[src/hw/rtl/bss_pkg.sv]
// Shared constants, codes and types of the bright span segmenter.
package bss_pkg;

   // Stroke length limit and the index and count widths that follow from it.
   localparam int unsigned MAX_POINTS = 4096;
   localparam int unsigned IDX_W      = $clog2(MAX_POINTS);
   localparam int unsigned CNT_W      = IDX_W + 1;

   // Field widths of the input words and the registers.
   localparam int unsigned LUM_W     = 16;
   localparam int unsigned GAP_W     = 4;
   localparam int unsigned CSR_IDX_W = 2;

   // Default depth of the span queue between the front and back parts.
   localparam int unsigned QUEUE_DEPTH_DEFAULT = 4;

   // Register reset values.
   localparam logic [LUM_W-1:0] THRESHOLD_RESET = 16'd66;
   localparam logic [GAP_W-1:0] MAX_GAP_RESET   = 4'd3;

   // Register indexes on the configuration port.
   typedef enum logic [CSR_IDX_W-1:0] {
      CSR_THRESHOLD = 2'd0,
      CSR_MAX_GAP   = 2'd1
   } csr_index_type;

   // One emitted span.
   typedef struct packed {
      logic [IDX_W-1:0] start;
      logic [CNT_W-1:0] count;
      logic             final_of_item;
   } span_type;

   // Up to two spans written into the queue in one cycle.
   typedef struct packed {
      logic [1:0] push_cnt;
      span_type   span_a;
      span_type   span_b;
   } push_type;

   // Queue fill status seen by both sides.
   typedef struct packed {
      logic room;
      logic empty;
   } queue_status_type;

   // Stroke tracking state of the front part.
   typedef struct packed {
      logic [IDX_W-1:0] point_index;
      logic             span_open;
   } front_status_type;

endpackage

[src/hw/rtl/bss_front.sv]
// Front part: registers, point classification, span tracking and span generation.
module bss_front import bss_pkg::*; (
   input  logic                 clock,
   input  logic                 reset,
   input  logic                 req_valid,
   output logic                 req_ready,
   input  logic [LUM_W-1:0]     req_luminance,
   input  logic                 req_stroke_end,
   input  logic                 csr_valid,
   output logic                 csr_ready,
   input  logic [CSR_IDX_W-1:0] csr_index,
   input  logic [LUM_W-1:0]     csr_wdata,
   input  queue_status_type     q_status,
   output push_type             push,
   output front_status_type     f_status
);

   localparam logic [IDX_W-1:0] LAST_INDEX = IDX_W'(MAX_POINTS - 1);

   logic [LUM_W-1:0] threshold_ff;
   logic [GAP_W-1:0] max_gap_ff;
   logic [IDX_W-1:0] point_index_ff, point_index_in;
   logic             span_open_ff, span_open_in;
   logic [IDX_W-1:0] open_start_ff, open_start_in;
   logic [IDX_W-1:0] last_bright_ff, last_bright_in;

   logic             accept;
   logic             bright;
   logic [IDX_W-1:0] gap_dist;
   logic             close_old;
   logic [IDX_W-1:0] pad_start;
   logic             start_new;
   logic             open_after;
   logic [IDX_W-1:0] start_after;
   logic [IDX_W-1:0] lb_after;
   logic [CNT_W-1:0] end0, end1;
   logic             emit0, emit1;
   span_type         span0, span1;

   // The configuration port never stalls.
   assign csr_ready = 1'b1;

   always_ff @(posedge clock) begin
      if (reset) begin
         threshold_ff <= THRESHOLD_RESET;
         max_gap_ff   <= MAX_GAP_RESET;
      end else if (csr_valid) begin
         unique case (csr_index_type'(csr_index))
            CSR_THRESHOLD: threshold_ff <= csr_wdata;
            CSR_MAX_GAP:   max_gap_ff   <= csr_wdata[GAP_W-1:0];
            default:       ;
         endcase
      end
   end

   // A point is taken only when the queue can hold two spans.
   assign req_ready = q_status.room;
   assign accept    = req_valid && q_status.room;

   // Classify the point and decide whether it closes the open span.
   always_comb begin
      bright    = req_luminance > threshold_ff;
      gap_dist  = point_index_ff - last_bright_ff;
      close_old = bright && span_open_ff
                  && (gap_dist > {{(IDX_W-GAP_W){1'b0}}, max_gap_ff});
      pad_start = (point_index_ff != '0) ? point_index_ff - 1'b1 : point_index_ff;
      start_new   = bright && (!span_open_ff || close_old);
      open_after  = span_open_ff || bright;
      start_after = start_new ? pad_start : open_start_ff;
      lb_after    = bright ? point_index_ff : last_bright_ff;
   end

   // The closed span is padded by one point after its last bright point.
   always_comb begin
      end0  = {1'b0, last_bright_ff} + CNT_W'(2);
      emit0 = close_old && (end0 > ({1'b0, open_start_ff} + CNT_W'(1)));
      span0.start         = open_start_ff;
      span0.count         = end0 - {1'b0, open_start_ff};
      span0.final_of_item = !emit1;
   end

   // At the stroke end the open span is padded only if a point follows it.
   always_comb begin
      end1 = (lb_after < point_index_ff) ? {1'b0, lb_after} + CNT_W'(2)
                                         : {1'b0, lb_after} + CNT_W'(1);
      emit1 = req_stroke_end && open_after
              && (end1 > ({1'b0, start_after} + CNT_W'(1)));
      span1.start         = start_after;
      span1.count         = end1 - {1'b0, start_after};
      span1.final_of_item = 1'b1;
   end

   // Pack the spans in emission order.
   always_comb begin
      push.push_cnt = accept ? (2'(emit0) + 2'(emit1)) : 2'd0;
      push.span_a   = emit0 ? span0 : span1;
      push.span_b   = span1;
   end

   // Next stroke state.
   always_comb begin
      point_index_in = point_index_ff;
      span_open_in   = span_open_ff;
      open_start_in  = open_start_ff;
      last_bright_in = last_bright_ff;
      if (accept) begin
         if (req_stroke_end) begin
            point_index_in = '0;
            span_open_in   = 1'b0;
            open_start_in  = '0;
            last_bright_in = '0;
         end else begin
            if (point_index_ff != LAST_INDEX) begin
               point_index_in = point_index_ff + 1'b1;
            end
            span_open_in   = open_after;
            open_start_in  = start_after;
            last_bright_in = lb_after;
         end
      end
   end

   always_ff @(posedge clock) begin
      if (reset) begin
         point_index_ff <= '0;
         span_open_ff   <= 1'b0;
         open_start_ff  <= '0;
         last_bright_ff <= '0;
      end else begin
         point_index_ff <= point_index_in;
         span_open_ff   <= span_open_in;
         open_start_ff  <= open_start_in;
         last_bright_ff <= last_bright_in;
      end
   end

   assign f_status.point_index = point_index_ff;
   assign f_status.span_open   = span_open_ff;

endmodule

[src/hw/rtl/bss_queue.sv]
// Span queue: takes up to two spans a cycle, gives one a cycle when popped.
module bss_queue import bss_pkg::*; #(
   parameter int unsigned DEPTH = QUEUE_DEPTH_DEFAULT
) (
   input  logic             clock,
   input  logic             reset,
   input  push_type         push,
   input  logic             pop,
   output span_type         head,
   output queue_status_type status
);

   localparam int unsigned PTR_W = (DEPTH > 1) ? $clog2(DEPTH) : 1;
   localparam int unsigned LVL_W = $clog2(DEPTH + 1);

   span_type         slot_ff [DEPTH];
   logic [PTR_W-1:0] wr_ptr_ff, wr_ptr_in;
   logic [PTR_W-1:0] rd_ptr_ff, rd_ptr_in;
   logic [LVL_W-1:0] level_ff, level_in;
   logic [PTR_W-1:0] wr_ptr2;

   function automatic logic [PTR_W-1:0] ptr_next(input logic [PTR_W-1:0] ptr);
      if (ptr == PTR_W'(DEPTH - 1)) begin
         return '0;
      end
      return ptr + 1'b1;
   endfunction

   assign wr_ptr2 = ptr_next(wr_ptr_ff);

   // Storage writes; the second span goes to the slot after the first.
   always_ff @(posedge clock) begin
      if (push.push_cnt != 2'd0) begin
         slot_ff[wr_ptr_ff] <= push.span_a;
      end
      if (push.push_cnt == 2'd2) begin
         slot_ff[wr_ptr2] <= push.span_b;
      end
   end

   // Pointer and fill level updates.
   always_comb begin
      case (push.push_cnt)
         2'd1:    wr_ptr_in = wr_ptr2;
         2'd2:    wr_ptr_in = ptr_next(wr_ptr2);
         default: wr_ptr_in = wr_ptr_ff;
      endcase
      rd_ptr_in = pop ? ptr_next(rd_ptr_ff) : rd_ptr_ff;
      level_in  = level_ff + LVL_W'(push.push_cnt) - LVL_W'(pop);
   end

   always_ff @(posedge clock) begin
      if (reset) begin
         wr_ptr_ff <= '0;
         rd_ptr_ff <= '0;
         level_ff  <= '0;
      end else begin
         wr_ptr_ff <= wr_ptr_in;
         rd_ptr_ff <= rd_ptr_in;
         level_ff  <= level_in;
      end
   end

   assign head         = slot_ff[rd_ptr_ff];
   assign status.room  = level_ff <= LVL_W'(DEPTH - 2);
   assign status.empty = level_ff == '0;

endmodule

[src/hw/rtl/bss_back.sv]
// Back part: moves spans from the queue into the output register.
module bss_back import bss_pkg::*; (
   input  logic             clock,
   input  logic             reset,
   input  span_type         head,
   input  queue_status_type q_status,
   output logic             pop,
   output logic             rsp_valid,
   input  logic             rsp_ready,
   output logic [IDX_W-1:0] rsp_span_start,
   output logic [CNT_W-1:0] rsp_span_count,
   output logic             rsp_final_of_item
);

   logic     rsp_valid_ff, rsp_valid_in;
   span_type out_ff;

   // Load a new word whenever the register is empty or being taken.
   assign pop = !q_status.empty && (!rsp_valid_ff || rsp_ready);

   always_comb begin
      if (pop) begin
         rsp_valid_in = 1'b1;
      end else if (rsp_ready) begin
         rsp_valid_in = 1'b0;
      end else begin
         rsp_valid_in = rsp_valid_ff;
      end
   end

   always_ff @(posedge clock) begin
      if (reset) begin
         rsp_valid_ff <= 1'b0;
      end else begin
         rsp_valid_ff <= rsp_valid_in;
      end
   end

   always_ff @(posedge clock) begin
      if (pop) begin
         out_ff <= head;
      end
   end

   assign rsp_valid         = rsp_valid_ff;
   assign rsp_span_start    = out_ff.start;
   assign rsp_span_count    = out_ff.count;
   assign rsp_final_of_item = out_ff.final_of_item;

endmodule

[src/hw/rtl/bright_span_segmenter_core.sv]
// Top level of the bright span segmenter: front part, span queue and back part.
//
// The block takes one stroke point per cycle while req_ready is high and
// finds spans of bright points (luminance above the threshold register,
// at most max_gap points apart), padded by one point on each side within
// the stroke. Each span of two or more points comes out as one word (start,
// count), the last word caused by a point carrying final_of_item. A point
// whose bright luminance closes one span and which also ends the stroke
// gives two words. Span words pass through the span queue into the output
// register. The output side drains one word per cycle while rsp_ready is
// high, and a point that gives two words is never followed by another such
// point, so with rsp_ready high the queue never holds more than two words
// while the input sustains one point per cycle. req_ready is low whenever
// fewer than two queue entries are free, which happens only while the output
// stalls. The configuration port takes a write in every cycle; the user
// must write it only while the block is idle, not enforced by the block.
module bright_span_segmenter_core import bss_pkg::*; #(
   parameter int unsigned QUEUE_DEPTH = QUEUE_DEPTH_DEFAULT
) (
   input  logic                 clock,
   input  logic                 reset,
   input  logic                 req_valid,
   output logic                 req_ready,
   input  logic [LUM_W-1:0]     req_luminance,
   input  logic                 req_stroke_end,
   output logic                 rsp_valid,
   input  logic                 rsp_ready,
   output logic [IDX_W-1:0]     rsp_span_start,
   output logic [CNT_W-1:0]     rsp_span_count,
   output logic                 rsp_final_of_item,
   input  logic                 csr_valid,
   output logic                 csr_ready,
   input  logic [CSR_IDX_W-1:0] csr_index,
   input  logic [LUM_W-1:0]     csr_wdata
);

   queue_status_type q_status;
   push_type         push;
   front_status_type f_status;
   span_type         head;
   logic             pop;

   bss_front u_front (
      .clock          (clock),
      .reset          (reset),
      .req_valid      (req_valid),
      .req_ready      (req_ready),
      .req_luminance  (req_luminance),
      .req_stroke_end (req_stroke_end),
      .csr_valid      (csr_valid),
      .csr_ready      (csr_ready),
      .csr_index      (csr_index),
      .csr_wdata      (csr_wdata),
      .q_status       (q_status),
      .push           (push),
      .f_status       (f_status)
   );

   bss_queue #(
      .DEPTH (QUEUE_DEPTH)
   ) u_queue (
      .clock  (clock),
      .reset  (reset),
      .push   (push),
      .pop    (pop),
      .head   (head),
      .status (q_status)
   );

   bss_back u_back (
      .clock             (clock),
      .reset             (reset),
      .head              (head),
      .q_status          (q_status),
      .pop               (pop),
      .rsp_valid         (rsp_valid),
      .rsp_ready         (rsp_ready),
      .rsp_span_start    (rsp_span_start),
      .rsp_span_count    (rsp_span_count),
      .rsp_final_of_item (rsp_final_of_item)
   );

`ifndef SYNTHESIS
   // After the last point of a stroke the tracking state starts over.
   a_stroke_restart: assert property (@(posedge clock) disable iff (reset)
      (req_valid && req_ready && req_stroke_end)
      |=> (f_status.point_index == '0 && !f_status.span_open))
      else $error("stroke state not cleared after stroke end");

   // Two spans from one point happen only at the end of a stroke.
   a_double_at_end: assert property (@(posedge clock) disable iff (reset)
      (push.push_cnt == 2'd2) |-> req_stroke_end)
      else $error("two spans pushed without stroke end");

   // No more than two spans are ever pushed at once.
   a_push_limit: assert property (@(posedge clock) disable iff (reset)
      push.push_cnt != 2'd3)
      else $error("invalid span push count");

   // The back part reads only from a filled queue.
   a_pop_filled: assert property (@(posedge clock) disable iff (reset)
      pop |-> !q_status.empty)
      else $error("span queue read while empty");
`endif

endmodule

[config.mk]
export PLATFORM = sky130hd
export DESIGN_NAME = bright_span_segmenter_core
export DESIGN_NICKNAME = d
export VERILOG_FILES = /design/src/hw/rtl/bss_pkg.sv /design/src/hw/rtl/bss_front.sv /design/src/hw/rtl/bss_queue.sv /design/src/hw/rtl/bss_back.sv /design/src/hw/rtl/bright_span_segmenter_core.sv
export SDC_FILE = /design/constraint.sdc
export NUM_CORES = 1
export LEC_CHECK = 0
export BUFFER_PORTS_ARGS = -buffer_cell sky130_fd_sc_hd__buf_4
export CAP_MARGIN = 25
export CORE_MARGIN = 5
export CORE_UTILIZATION = 57
export DETAILED_ROUTE_END_ITERATION = 8
export PLACE_DENSITY = 0.76
export SETUP_SLACK_MARGIN = 0.3
export SLEW_MARGIN = 20
export SYNTH_ARGS = -nofsm -noshare
export SYNTH_HDL_FRONTEND = slang
export SYNTH_SLANG_ARGS = --single-unit
[constraint.sdc]
create_clock -name clock -period 14.7 [get_ports clock]
set_input_delay 2.94 -clock clock [delete_from_list [all_inputs] [get_ports clock]]
set_output_delay 2.94 -clock clock [all_outputs]
set_load 0.01 [all_outputs]
==> impl_metrics.ini <==
[timing]
fmax_mhz = 87.6
period_share_pct = 77.6
hold_viol = 0
skew_ns = 0.0113
tns_ns = 0
drv_slew = 0
layout_min_cycle_time_ns = 11.41
rsz0062_at_grt = no
slew_headroom_pct = 34.3
worst_pin_slew_ns = 0.980
whs_ns = 0.455
setup_violations = 0

[synth]
postSynth.asyncResetShare_pct = 0
post-synth-top-count-cell = edfxtp_1
synthTopCellsByArea = edfxtp_1, ha_1, dfxtp_1
syn_inst = 1305
synth_seq_cells = 195
ys_seq_area_share_pct = 40.4
ys_warn_count = 0
synth_fp_nets = 1462
synth_edf_count = 126
syn-cell-area_mm2 = 0.0128
synth_top_area_share_pct = 29.6
avgSynthCellArea_um2 = 9.80
synthTopCellsByCount = edfxtp_1, nand2_1, ha_1
synth_cell_types = 79
yosys.area.top_type = edfxtp_1
ys.flop_type = edfxtp_1

[pwr]
power.density_mw_per_mm2 = 127
ir_drop_mv = 0.0858
p_leak_nw = 5.32

[detailed_routing]
antenna_left = 0
drcViolationCount = 0
wl_per_cell_um = 20.6
drtPass1Iterations = 8
vias = 10400
via_per_inst = 6.35
drt_iter0_markers = 982
routed_wl_um = 33800

[global_route]
grt_overflow_total = 0
grt_usage_pct = 26.0
grt_max_degree = 56
grt_pass1_wl_um = 53500
grt_pass1_vias = 10100
grt_antenna_before_repair = 0

[clock_tree]
ctsHoldBuffers = 0
clkTransAtPathRegs_ns = 0.08
cts_max_level = 4
cts.sinks = 195
clk-insertion-delay-late_ns = 0.45
post_cts_buffers = 0
cts_root_buf = clkbuf_16
cts_tree = built
cts_buffers = 17
postCtsResizedCells = 0
clockBufferDepth = 2

[setup_path]
end_kind = flip-flop
cp.required_ns = 14.97
cp_max_fo = 35
crit_family = compound AO/OA/AOI/OAI gates
startpoint = req_luminance[1]
cp_data_arrival_time_ns = 11.69
max_stage_delay_ns = 0.71
r2r-start = u_front.point_index_ff[0]
cpMostUsedCell = ha_1
start_kind = input port
crit_buf_inv = 4
critPathKind = in -> reg
cpMaxStageDelayCell = nor4_1

[cells_and_area]
areaGrowthSynthToFinish_pct = 10.5
utilization_pct = 64.4
num_antenna_cells = 0
fin_nets = 1508
layout-drive-gt1-share_pct = 12.3
stdcell_count = 1644

[min_path]
hp-start = u_front.threshold_ff[9]
hold_class = reg -> reg

[die]
placementRows = 54
ios = 69
start_util_pct = 58.3
die_w_um = 160
core_area_mm2 = 0.0220
die_h_um = 160
die-area_mm2 = 0.0255

[run_status]
status = completed

[placement]
place_congestion = 0.965
placed_cells = 1611
dp_hpwl_um = 25400
port_buffers = 67

[job]
maxCapViolations = 0
[cell usage in the layout (no fill, tap or decap), types with 10 or more instances in the layout]
cell type	instances
a21o_1	20
a21oi_1	63
a22o_1	13
a22oi_1	25
buf_4	76
clkbuf_16	17
clkinv_1	10
dfxtp_1	68
edfxtp_1	126
ha_1	114
inv_1	100
mux2i_1	17
mux4_2	26
nand2_1	116
nand2b_1	16
nand3_1	31
nand4_1	20
nor2_1	103
nor3_1	20
o21a_1	11
o21ai_0	59
o22ai_1	75
xnor2_1	69
xor2_1	11
[power breakdown]
| group | switching [mW] | internal, mW | total, mW |
|---|---|---|---|
| sequential | 0.0322 | 0.668 | 0.700 |
| clock | 0.238 | 0.228 | 0.466 |
| combinational | 0.353 | 0.274 | 0.627 |
| total | 0.623 | 1.17 | 1.79 |
[worst register-to-register path, delay by kind of cell (launching register included)]
family	cells	cell delay, ns
adders and majority gates	7	2.02
DFF	1	0.42
and+or+nand+nor	8	2.00
xor gates and xnor gates	2	0.39
buffers and inverters	5	1.03
AOI/OAI and AO/OA	14	3.48
[cell type report]
class | instances | area (um2)
Sequential cell | 195 | 5170
Clock buffer | 18 | 429
Timing Repair Buffer | 78 | 606
Fill cell | 1749 | 7820
Clock inverter | 14 | 156
Tap cell | 280 | 350
Inverter | 113 | 424
Multi-Input combinational cell | 946 | 7010
[layer usage]
layer / up-vias / wire length [um] / global-route usage [%]
met1: 4999 / 14000 / 34.3
met4: 0 / 1150 / 9.46
met2: 450 / 16300 / 43.4
li1: 4905 / - / -
met3: 93 / 2330 / 4.72
met5: - / 0 / 0
[logic make-up after synthesis]
| family | count (synthesis) | synth area share, % |
|---|---|---|
| other | 1 | 0.0293 |
| AO/OA/AOI/OAI | 339 | 17.5 |
| AND/OR/NAND/NOR | 355 | 13.1 |
| adder cells (fa/ha/maj) | 118 | 11.7 |
| multiplexers | 52 | 6.72 |
| flip-flops | 195 | 40.4 |
| XOR/XNOR | 81 | 5.60 |
| buffers and inverters | 164 | 5.04 |
[registers in the layout (all words and copies together), names as in the netlist, 4 cells and up]
signal                  cells
u_queue.slot_ff           104
u_back.rsp_span_count      13
u_front.open_start_ff      12
u_front.threshold_ff       16
u_front.last_bright_ff     12
u_front.max_gap_ff          4
u_back.rsp_span_start      12
u_front.point_index_ff     12
[final timing paths]
check,slack (ns),cells past startpoint,end
worst min-delay path,0.45,2,u_front.threshold_ff[9]
worst min register to register,0.45,2,u_front.threshold_ff[9]
worst max-delay path,3.29,38,u_queue.slot_ff[3][24]
worst max register to register,5.20,36,u_queue.slot_ff[3][24]
[metrics by stage]
stage / power (mW) / cell area [um2] / setup WS (ns)
after floorplan: 1.13 / 12800 / 4.10
after global placement: 1.31 / 13500 / 3.18
after detailed placement: 1.33 / 13500 / 3.03
after CTS: 1.79 / 14100 / 3.44
after global routing: 1.88 / 14100 / 2.70
final: 1.79 / 14100 / 3.29
No activity file was read; power rests on OpenSTA's default activity.
